File: config.mk
export PLATFORM = sky130hd
export DESIGN_NAME = scalar_to_rgb_colormap_flat
export DESIGN_NICKNAME = d
export VERILOG_FILES = /design/src/s2rgb_pkg.sv /design/src/s2rgb_in_if.sv /design/src/s2rgb_out_if.sv /design/src/s2rgb_isqrt.sv /design/src/scalar_to_rgb_colormap.sv /design/src/flat_wrapper.sv
export VERILOG_INCLUDE_DIRS = /design/src /design/src/src
export SDC_FILE = /design/constraint.sdc
export NUM_CORES = 2
export LEC_CHECK = 0
export ABC_CLOCK_PERIOD_IN_PS = 8500
export BUFFER_PORTS_ARGS = -buffer_cell sky130_fd_sc_hd__buf_2
export CAP_MARGIN = 20
export CORE_UTILIZATION = 45
export DETAILED_ROUTE_END_ITERATION = 7
export PLACE_DENSITY_LB_ADDON = 0.15
export RECOVER_POWER = 25
export SLEW_MARGIN = 20
export SYNTH_ARGS = -nofsm -noshare
export SYNTH_HDL_FRONTEND = slang
export SYNTH_HIERARCHICAL = 1
export SYNTH_SLANG_ARGS = --single-unit
File: constraint.sdc
create_clock -name clk -period 8.5 [get_ports clk]
set_input_delay 0 -clock clk [delete_from_list [all_inputs] [get_ports clk]]
set_output_delay 0 -clock clk [all_outputs]
set_load 0.02 [all_outputs]
File: src/scalar_to_rgb_colormap_assert.svh
// ----------------------------------------------------------------------------
// Assertion macros for the scalar-to-RGB colormap
// Clocked on clk, disabled while rst_n is low.
// ----------------------------------------------------------------------------
`ifndef SCALAR_TO_RGB_COLORMAP_ASSERT_SVH
`define SCALAR_TO_RGB_COLORMAP_ASSERT_SVH

// same-cycle implication
`define S2RGB_ASSERT_IMP(lbl, ante, cons) \
    lbl: assert property (@(posedge clk) disable iff (!rst_n) (ante) |-> (cons)) \
        else $error("s2rgb: same-cycle check failed");

// next-cycle implication
`define S2RGB_ASSERT_NXT(lbl, ante, cons) \
    lbl: assert property (@(posedge clk) disable iff (!rst_n) (ante) |=> (cons)) \
        else $error("s2rgb: next-cycle check failed");

`endif

File: src/s2rgb_pkg.sv
// ----------------------------------------------------------------------------
// s2rgb_pkg
// Types and constants shared by the scalar-to-RGB colormap files.
// ----------------------------------------------------------------------------
`default_nettype none

package s2rgb_pkg;

    localparam int IN_W = 18;
    localparam int CH_W = 8;

    typedef enum logic [1:0] {
        MAP_HOT     = 2'd0,
        MAP_VIRIDIS = 2'd1,
        MAP_MAGMA   = 2'd2,
        MAP_GRAY    = 2'd3
    } map_t;

    // hot map: q = floor(8500*v/ONE) against 2805, q2 = floor(12750*v/ONE) against 8415
    localparam int Q_W      = 14;
    localparam int HOT_K1   = 8500;
    localparam int HOT_T33  = 2805;
    localparam int HOT_K2   = 12750;
    localparam int HOT_T66  = 8415;
    localparam int RECIP_SH = 20;
    localparam int RECIP11  = 95326;
    localparam int RECIP17  = 61681;
    localparam int P11_W    = Q_W + 17;
    localparam int P17_W    = Q_W + 16;

    localparam int MAG_R    = 252;
    localparam int MAG_G    = 180;
    localparam int MAG_B    = 40000;
    localparam int GRAY_K   = 255;

    localparam int VIR_N    = 5;
    localparam int VIR_IW   = 3;
    localparam logic [CH_W-1:0] VIR_PTS [VIR_N][3] = '{
        '{8'd68,  8'd1,   8'd84},
        '{8'd59,  8'd82,  8'd139},
        '{8'd33,  8'd145, 8'd140},
        '{8'd94,  8'd201, 8'd98},
        '{8'd253, 8'd231, 8'd37}
    };

    // integer square root, two radicand bits per step
    localparam int RAD_W  = 16;
    localparam int ROOT_W = 8;
    localparam int REM_W  = ROOT_W + 3;

    typedef struct packed {
        logic [REM_W-1:0]  rem;
        logic [ROOT_W-1:0] root;
    } isq_t;

    function automatic isq_t isq_step(isq_t cur, logic [1:0] pair);
        logic [REM_W-1:0] rem_sh;
        logic [REM_W-1:0] trial;
        isq_t             nxt;
        rem_sh = {cur.rem[REM_W-3:0], pair};
        trial  = {1'b0, cur.root, 2'b01};
        if (rem_sh >= trial)
        begin
            nxt.rem  = rem_sh - trial;
            nxt.root = {cur.root[ROOT_W-2:0], 1'b1};
        end
        else
        begin
            nxt.rem  = rem_sh;
            nxt.root = {cur.root[ROOT_W-2:0], 1'b0};
        end
        return nxt;
    endfunction

endpackage

`default_nettype wire

File: src/s2rgb_in_if.sv
// ----------------------------------------------------------------------------
// s2rgb_in_if
// Intensity channel: valid/ready handshake with one signed sample.
// ----------------------------------------------------------------------------
`default_nettype none

interface s2rgb_in_if
    import s2rgb_pkg::*;
();
    logic                   valid;
    logic                   ready;
    logic signed [IN_W-1:0] intensity;

    modport source (output valid, output intensity, input ready);
    modport sink   (input valid, input intensity, output ready);
endinterface

`default_nettype wire

File: src/s2rgb_out_if.sv
// ----------------------------------------------------------------------------
// s2rgb_out_if
// Pixel channel: valid/ready handshake with one 8-bit RGB pixel.
// ----------------------------------------------------------------------------
`default_nettype none

interface s2rgb_out_if
    import s2rgb_pkg::*;
();
    logic            valid;
    logic            ready;
    logic [CH_W-1:0] red;
    logic [CH_W-1:0] green;
    logic [CH_W-1:0] blue;

    modport source (output valid, output red, output green, output blue, input ready);
    modport sink   (input valid, input red, input green, input blue, output ready);
endinterface

`default_nettype wire

File: src/s2rgb_isqrt.sv
// ----------------------------------------------------------------------------
// s2rgb_isqrt
// Floor square root of a 16-bit value: four steps, a register, four steps.
// ----------------------------------------------------------------------------
`default_nettype none

module s2rgb_isqrt
    import s2rgb_pkg::*;
(
    input  wire logic              clk,
    input  wire logic              en,
    input  wire logic [RAD_W-1:0]  radicand,
    output logic      [ROOT_W-1:0] root
);

    localparam int HALF_STEPS = ROOT_W / 2;
    localparam int LOW_W      = RAD_W / 2;

    isq_t             hi_next;
    isq_t             hi_reg;
    logic [LOW_W-1:0] low_reg;
    isq_t             lo_res;

    always_comb
    begin
        hi_next = '0;
        for (int i = 0; i < HALF_STEPS; i++)
        begin
            hi_next = isq_step(hi_next, radicand[RAD_W-1-2*i -: 2]);
        end
    end

    always_ff @(posedge clk)
    begin
        if (en)
        begin
            hi_reg  <= hi_next;
            low_reg <= radicand[LOW_W-1:0];
        end
    end

    always_comb
    begin
        lo_res = hi_reg;
        for (int i = 0; i < HALF_STEPS; i++)
        begin
            lo_res = isq_step(lo_res, low_reg[LOW_W-1-2*i -: 2]);
        end
        root = lo_res.root;
    end

endmodule

`default_nettype wire

File: src/scalar_to_rgb_colormap.sv
// ----------------------------------------------------------------------------
// scalar_to_rgb_colormap
// False-color map from one normalized intensity to an 8-bit RGB pixel.
// ----------------------------------------------------------------------------
// Usage:
//   sample : intensity in, signed fixed point, FRAC_BITS fraction bits,
//            clamped to 0..1 before mapping.
//   pixel  : red, green, blue out, one pixel per sample, in order.
//   cfg_wr_en / cfg_wr_data write the map select (hot, viridis, magma,
//   gray); write it only while no pixel is in flight.
//   A sample transfer reaches pixel.valid through the four-stage pipeline
//   (clamp, products, scaling and first square-root half, select and output
//   register); one sample per cycle is taken until a stall fills all stages.
//   Reset clears all stage valid bits and sets the map to hot.
//   When the receiver stalls, the output register holds its pixel and
//   earlier stages keep advancing into empty slots; sample.ready drops only
//   once all four stages hold a pixel.
// ----------------------------------------------------------------------------
`default_nettype none
`include "scalar_to_rgb_colormap_assert.svh"

module scalar_to_rgb_colormap
    import s2rgb_pkg::*;
#(
    parameter int FRAC_BITS = 16
)
(
    input  wire logic        clk,
    input  wire logic        rst_n,
    input  wire logic        cfg_wr_en,
    input  wire logic [1:0]  cfg_wr_data,
    s2rgb_in_if.sink         sample,
    s2rgb_out_if.source      pixel
);

    localparam int VW    = FRAC_BITS + 1;
    localparam int MAG_W = IN_W - 1;
    localparam int CMP_W = (VW > MAG_W) ? VW : MAG_W;
    localparam int K_W   = VW + Q_W;
    localparam int C_W   = VW + CH_W;
    localparam int B_W   = VW + RAD_W;
    localparam int VV_W  = 2 * VW;
    localparam int G_W   = VV_W + CH_W;
    localparam int A_W   = VW + CH_W + 1;
    localparam logic [VW-1:0] ONE = {1'b1, {FRAC_BITS{1'b0}}};

    map_t map_sel_reg;

    logic en1, en2, en3, en4;
    logic s1_vld_reg, s2_vld_reg, s3_vld_reg, s4_vld_reg;

    // stage 1
    logic [MAG_W-1:0] mag;
    logic [VW-1:0]    v_clamp;
    logic [VW-1:0]    s1_v_reg;
    map_t             s1_map_reg;

    // stage 2
    logic [K_W-1:0]    p_k1, p_k2;
    logic [C_W-1:0]    p_gray, p_mr;
    logic [B_W-1:0]    p_b;
    logic [VV_W-1:0]   vv;
    logic [VW+1:0]     v4;
    logic [2:0]        seg_raw;
    logic [1:0]        seg;
    logic [VW-1:0]     t_frac;
    logic [Q_W-1:0]    s2_q_reg, s2_q2_reg;
    logic [CH_W-1:0]   s2_gray_reg, s2_mr_reg;
    logic [RAD_W-1:0]  s2_rad_reg;
    logic [VV_W-1:0]   s2_vv_reg;
    logic [1:0]        s2_seg_reg;
    logic [VW-1:0]     s2_t_reg;
    map_t              s2_map_reg;

    // stage 3
    logic              hot_lo, hot_hi;
    logic [Q_W-1:0]    d11, d17;
    logic [P11_W-1:0]  prod11;
    logic [P17_W-1:0]  prod17;
    logic [CH_W-1:0]   div11, div17;
    logic [CH_W-1:0]   hot_r, hot_g, hot_b;
    logic [VIR_IW-1:0] idx_a, idx_b;
    logic [A_W-1:0]    acc [3];
    logic [CH_W-1:0]   vir [3];
    logic [G_W-1:0]    p_mg;
    logic [CH_W-1:0]   s3_hot_r_reg, s3_hot_g_reg, s3_hot_b_reg;
    logic [CH_W-1:0]   s3_vir_reg [3];
    logic [CH_W-1:0]   s3_mg_reg, s3_gray_reg, s3_mr_reg;
    map_t              s3_map_reg;
    logic [ROOT_W-1:0] root;

    // stage 4
    logic [CH_W-1:0] red_next, green_next, blue_next;
    logic [CH_W-1:0] red_reg, green_reg, blue_reg;
    map_t            s4_map_reg;

    always_ff @(posedge clk or negedge rst_n)
    begin
        if (!rst_n)
        begin
            map_sel_reg <= MAP_HOT;
        end
        else if (cfg_wr_en)
        begin
            map_sel_reg <= map_t'(cfg_wr_data);
        end
    end

    assign en4          = !s4_vld_reg || pixel.ready;
    assign en3          = !s3_vld_reg || en4;
    assign en2          = !s2_vld_reg || en3;
    assign en1          = !s1_vld_reg || en2;
    assign sample.ready = en1;

    always_ff @(posedge clk or negedge rst_n)
    begin
        if (!rst_n)
        begin
            s1_vld_reg <= 1'b0;
            s2_vld_reg <= 1'b0;
            s3_vld_reg <= 1'b0;
            s4_vld_reg <= 1'b0;
        end
        else
        begin
            if (en1)
            begin
                s1_vld_reg <= sample.valid;
            end
            if (en2)
            begin
                s2_vld_reg <= s1_vld_reg;
            end
            if (en3)
            begin
                s3_vld_reg <= s2_vld_reg;
            end
            if (en4)
            begin
                s4_vld_reg <= s3_vld_reg;
            end
        end
    end

    // clamp to 0..ONE
    assign mag = sample.intensity[MAG_W-1:0];

    always_comb
    begin
        if (sample.intensity[IN_W-1])
        begin
            v_clamp = '0;
        end
        else if (CMP_W'(mag) > CMP_W'(ONE))
        begin
            v_clamp = ONE;
        end
        else
        begin
            v_clamp = VW'(mag);
        end
    end

    always_ff @(posedge clk)
    begin
        if (en1)
        begin
            s1_v_reg   <= v_clamp;
            s1_map_reg <= map_sel_reg;
        end
    end

    // products of the clamped value
    always_comb
    begin
        p_k1    = K_W'(s1_v_reg) * K_W'(HOT_K1);
        p_k2    = K_W'(s1_v_reg) * K_W'(HOT_K2);
        p_gray  = C_W'(s1_v_reg) * C_W'(GRAY_K);
        p_mr    = C_W'(s1_v_reg) * C_W'(MAG_R);
        p_b     = B_W'(s1_v_reg) * B_W'(MAG_B);
        vv      = VV_W'(s1_v_reg) * VV_W'(s1_v_reg);
        v4      = {s1_v_reg, 2'b00};
        seg_raw = v4[FRAC_BITS +: 3];
        seg     = seg_raw[2] ? 2'd3 : seg_raw[1:0];
        t_frac  = VW'(v4 - ((VW + 2)'(seg) << FRAC_BITS));
    end

    always_ff @(posedge clk)
    begin
        if (en2)
        begin
            s2_q_reg    <= p_k1[FRAC_BITS +: Q_W];
            s2_q2_reg   <= p_k2[FRAC_BITS +: Q_W];
            s2_gray_reg <= p_gray[FRAC_BITS +: CH_W];
            s2_mr_reg   <= p_mr[FRAC_BITS +: CH_W];
            s2_rad_reg  <= p_b[FRAC_BITS +: RAD_W];
            s2_vv_reg   <= vv;
            s2_seg_reg  <= seg;
            s2_t_reg    <= t_frac;
            s2_map_reg  <= s1_map_reg;
        end
    end

    // hot ramps, viridis blend, magma green
    always_comb
    begin
        hot_lo = s2_q_reg < Q_W'(HOT_T33);
        hot_hi = s2_q2_reg >= Q_W'(HOT_T66);
        d11    = hot_lo ? s2_q_reg : s2_q_reg - Q_W'(HOT_T33);
        d17    = s2_q2_reg - Q_W'(HOT_T66);
        prod11 = P11_W'(d11) * P11_W'(RECIP11);
        prod17 = P17_W'(d17) * P17_W'(RECIP17);
        div11  = prod11[RECIP_SH +: CH_W];
        div17  = prod17[RECIP_SH +: CH_W];
        hot_r  = hot_lo ? div11 : CH_W'(GRAY_K);
        hot_g  = hot_lo ? '0 : (hot_hi ? CH_W'(GRAY_K) : div11);
        hot_b  = hot_hi ? div17 : '0;

        idx_a = {1'b0, s2_seg_reg};
        idx_b = idx_a + VIR_IW'(1);
        for (int c = 0; c < 3; c++)
        begin
            acc[c] = A_W'(VIR_PTS[idx_a][c]) * A_W'(ONE - s2_t_reg)
                   + A_W'(VIR_PTS[idx_b][c]) * A_W'(s2_t_reg);
            vir[c] = acc[c][FRAC_BITS +: CH_W];
        end

        p_mg = G_W'(s2_vv_reg) * G_W'(MAG_G);
    end

    always_ff @(posedge clk)
    begin
        if (en3)
        begin
            s3_hot_r_reg <= hot_r;
            s3_hot_g_reg <= hot_g;
            s3_hot_b_reg <= hot_b;
            s3_vir_reg   <= vir;
            s3_mg_reg    <= p_mg[2*FRAC_BITS +: CH_W];
            s3_gray_reg  <= s2_gray_reg;
            s3_mr_reg    <= s2_mr_reg;
            s3_map_reg   <= s2_map_reg;
        end
    end

    s2rgb_isqrt u_isqrt (
        .clk      (clk),
        .en       (en3),
        .radicand (s2_rad_reg),
        .root     (root)
    );

    // select the map
    always_comb
    begin
        unique case (s3_map_reg)
            MAP_HOT:
            begin
                red_next   = s3_hot_r_reg;
                green_next = s3_hot_g_reg;
                blue_next  = s3_hot_b_reg;
            end
            MAP_VIRIDIS:
            begin
                red_next   = s3_vir_reg[0];
                green_next = s3_vir_reg[1];
                blue_next  = s3_vir_reg[2];
            end
            MAP_MAGMA:
            begin
                red_next   = s3_mr_reg;
                green_next = s3_mg_reg;
                blue_next  = root;
            end
            MAP_GRAY:
            begin
                red_next   = s3_gray_reg;
                green_next = s3_gray_reg;
                blue_next  = s3_gray_reg;
            end
            default:
            begin
                red_next   = s3_gray_reg;
                green_next = s3_gray_reg;
                blue_next  = s3_gray_reg;
            end
        endcase
    end

    always_ff @(posedge clk)
    begin
        if (en4)
        begin
            red_reg    <= red_next;
            green_reg  <= green_next;
            blue_reg   <= blue_next;
            s4_map_reg <= s3_map_reg;
        end
    end

    assign pixel.valid = s4_vld_reg;
    assign pixel.red   = red_reg;
    assign pixel.green = green_reg;
    assign pixel.blue  = blue_reg;

    `S2RGB_ASSERT_IMP(a_bubble_ready, !s1_vld_reg, sample.ready)
    `S2RGB_ASSERT_IMP(a_full_stall, s1_vld_reg && s2_vld_reg && s3_vld_reg && s4_vld_reg && !pixel.ready, !sample.ready)
    `S2RGB_ASSERT_NXT(a_take_sample, sample.valid && sample.ready, s1_vld_reg)
    `S2RGB_ASSERT_IMP(a_gray_equal, pixel.valid && s4_map_reg == MAP_GRAY, pixel.red == pixel.green && pixel.green == pixel.blue)
    `S2RGB_ASSERT_IMP(a_hot_order, pixel.valid && s4_map_reg == MAP_HOT, pixel.red == 8'hFF || (pixel.green == 8'h00 && pixel.blue == 8'h00))

endmodule

`default_nettype wire
File: src/flat_wrapper.sv
// flat-port wrapper written by rule: the top's interface ports become plain ports
module scalar_to_rgb_colormap_flat import s2rgb_pkg::*;
#(
    parameter int FRAC_BITS = 16
)
  (clk, rst_n, cfg_wr_en, cfg_wr_data, sample_valid, sample_intensity, sample_ready, pixel_valid, pixel_red, pixel_green, pixel_blue, pixel_ready);
  s2rgb_in_if sample_i ();
  s2rgb_out_if pixel_i ();
  input  wire logic clk;
  input  wire logic rst_n;
  input  wire logic cfg_wr_en;
  input  wire logic [1:0] cfg_wr_data;
  input wire logic [$bits(sample_i.valid)-1:0] sample_valid;
  input wire logic [$bits(sample_i.intensity)-1:0] sample_intensity;
  output wire logic [$bits(sample_i.ready)-1:0] sample_ready;
  output wire logic [$bits(pixel_i.valid)-1:0] pixel_valid;
  output wire logic [$bits(pixel_i.red)-1:0] pixel_red;
  output wire logic [$bits(pixel_i.green)-1:0] pixel_green;
  output wire logic [$bits(pixel_i.blue)-1:0] pixel_blue;
  input wire logic [$bits(pixel_i.ready)-1:0] pixel_ready;
  assign sample_i.valid = sample_valid;
  assign sample_i.intensity = sample_intensity;
  assign sample_ready = sample_i.ready;
  assign pixel_valid = pixel_i.valid;
  assign pixel_red = pixel_i.red;
  assign pixel_green = pixel_i.green;
  assign pixel_blue = pixel_i.blue;
  assign pixel_i.ready = pixel_ready;
  scalar_to_rgb_colormap #(.FRAC_BITS(FRAC_BITS)) u_core (.clk(clk), .rst_n(rst_n), .cfg_wr_en(cfg_wr_en), .cfg_wr_data(cfg_wr_data), .sample(sample_i), .pixel(pixel_i));
endmodule
==> impl_metrics.tcl <==
set metrics [dict create \
    outcome "finished with violations" \
    violations "capacitance limit, slew limit" \
    largest_reg_flops 33 \
    die_h_um 366 \
    gr-total-overflow 0 \
    mostFrequentLayoutCell "inv_1" \
    nets 7966 \
    cp.arrival_ns 8.52 \
    pin_count 51 \
    drv_slew 101 \
    ant_nets 0 \
    ys_ff_latch 255 \
    synth_seq_area_share 0.128 \
    cts_max_level 1 \
    cp_max_fo 8 \
    use_met1 0.389 \
    grt_util_all_layers 0.260 \
    grt_pass1_vias 41600 \
    cp-start-kind "flop" \
    drive_gt1_frac 0.0426 \
    hpwlAfterDp_um 150000 \
    grtUsageMet2 0.405 \
    crit_start "u_core/s2_t_reg[3]$_DFFE_PP_" \
    cts_root_buffer "clkbuf_16" \
    critPathSlowestCell "a2111oi_1" \
    drt_iter0_markers 2550 \
    syn_area_um2 59600 \
    vias_per_cell 5.13 \
    synth_top_area_share 0.394 \
    clk_pin_slew_worst_paths_ns 0.07 \
    max_freq_mhz 122 \
    synth_enable_flop_cells 249 \
    drt_first_pass_iters 7 \
    finalSetupTns_ns 0 \
    critPathCaptureType "flop" \
    synthCells 5666 \
    grt_max_degree 65 \
    layout.cells.non_filler 7600 \
    via_count 39000 \
    port_buffers 50 \
    hp-class "in -> reg" \
    core_um2 131000 \
    cts_tree "yes" \
    ys_types 93 \
    gp_congestion 0.948 \
    finalClockSkew_ns 0.0259 \
    rows 133 \
    fin_area_um2 63800 \
    async_flop_share 0.0235 \
    grt_setup_unrepaired "false" \
    grt_most_used_layer "met2" \
    cpMostUsedCell "inv_1" \
    insertion_delay_ns 0.62 \
    grt_pass1_wl_um 260000 \
    critPathKind "reg -> reg" \
    die_w_um 366 \
    cts_sinks 255 \
    numCtsBuffers 29 \
    place_area_um2 62600 \
    drv_cap 4 \
    fin_crit_ns 8.17 \
    clockBufferDepth 3 \
    nFillCells 12300 \
    final_hold_viol_count 0 \
    syn_nets 7811 \
    crit_required_ns 8.85 \
    ys_warn_count 6 \
    grtUsageMet3 0.0328 \
    remaining_drc_errors 0 \
    synth_area_leader_cell "fa_1" \
    placedCellCount 7513 \
    setup_violations 0 \
    final_cell_mix "inv_1, fa_1, ha_1, edfxtp_1, nand2_1" \
    area_growth_pct 7.14 \
    wire_per_inst_um 22.3 \
    antenna_found_initial 9 \
    dieArea_um2 134000 \
    avgSynthCellArea_um2 10.5 \
    reg2reg_from "u_core/s2_t_reg[3]$_DFFE_PP_" \
    min_from "sample_intensity[16]" \
    min_period_over_period 0.961 \
    ys_top_cells_by_area "fa_1, ha_1, edfxtp_1" \
    drt_wl_total_um 169000 \
    maxSlewHeadroom -0.439 \
    ys.flop_type "edfxtp_1" \
    cp_slowest_stage_delay_ns 0.57 \
    tightest_slew_ns 2.16 \
    initial_core_util 0.453 \
]
==> layout make-up <==
class                      count  area [um^2]  share of cell area
clock buffer                  32          737              0.0116
tap                         1755         2200              0.0344
clock inverter                22          235             0.00369
multi-input combinational   3737        45700               0.716
timing repair buffer         194         1330              0.0209
inverter                    1604         6020              0.0944
sequential                   255         7630               0.120
antenna                        1         2.50           0.0000392
==> cell usage after synthesis (all sizes together), types with 5 or more instances <==
master,count
nand2,236
a21o,44
mux2,10
a21oi,127
o31a,7
dfrtp,6
or3,14
nor4,9
xnor2,176
nor2b,87
a31oi,18
and2,111
ha,947
xor2,71
o41ai,5
or4,8
o211ai,18
o21ai,71
mux2i,6
nand3,40
o2111ai,9
nand3b,10
buf,13
inv,1599
a211o,5
nand2b,55
a211oi,21
mux4,24
clkbuf,57
o31ai,8
o22ai,8
o21bai,10
nor2,206
a2111oi,8
or2,22
nand4,18
clkinv,5
fa,1173
nor3,51
and3,13
edfxtp,249
o21a,38
==> critical path: cells and delay by family (launching register included) <==
| kind | cells | cell delay (ns) |
|---|---|---|
| fa+ha+maj | 8 | 3.26 |
| compound gates | 8 | 2.55 |
| buf+inv | 6 | 0.60 |
| simple gates | 2 | 0.60 |
| flops | 1 | 0.55 |
| xor+xnor | 2 | 0.32 |
==> routing by layer <==
layer  part of all wire  routed length (um)
met1               0.47               79200
met2               0.45               75800
met3              0.064               10800
met4              0.022                3660
met5           0.000077                  13
==> cell families (layout without fill, tap and decap cells) <==
| family | count (synthesis) | in the layout | share of synthesized area |
|---|---|---|---|
| simple gates | 893 | 893 | 0.0745 |
| buf+inv | 1674 | 1852 | 0.106 |
| compound gates | 435 | 435 | 0.0492 |
| other cells | 1 | 2 | 0.0000630 |
| flops | 255 | 255 | 0.128 |
| mux | 40 | 40 | 0.0120 |
| xor+xnor | 248 | 248 | 0.0368 |
| fa+ha+maj | 2120 | 2120 | 0.593 |
==> worst paths after layout <==
path / to / slack [ns] / cells past startpoint
worst max-delay path: u_core/s3_vir_reg[15]$_DFFE_PP_ / 0.33 / 26
worst min-delay path: u_core/s1_v_reg[12]$_SDFFCE_PP0P_ / 0.08 / 3
worst max register to register: u_core/s3_vir_reg[15]$_DFFE_PP_ / 0.33 / 26
worst min register to register: u_core/u_isqrt/low_reg[1]$_DFFE_PP_ / 0.42 / 0
max in group asynchronous: u_core/s3_vld_reg$_DFFE_PN0P_ / 7.90 / 3
min in group asynchronous: u_core/map_sel_reg[1]$_DFFE_PN0P_ / 0.35 / 3
==> per-stage QoR <==
stage	util	hold slack (ns)	setup WS [ns]
global placement	0.476	-0.152	0.230
detailed placement	0.476	-0.148	0.219
floorplan	-	-0.296	0.764
CTS	0.486	0.0270	0.156
global route	0.485	0.102	0.0305
finish	0.485	0.0788	0.330
==> repair_timing <==
action,CTS,global route
hold buffers,32,0
endpoints found under the setup margin,0,19
buffers inserted,0,0
hold endpoints to repair,27,0
resized for setup,0,6
Power is left out: the tool's default activity adds up to more than one toggle a clock period on the data nets, which glitch-free logic cannot reach.
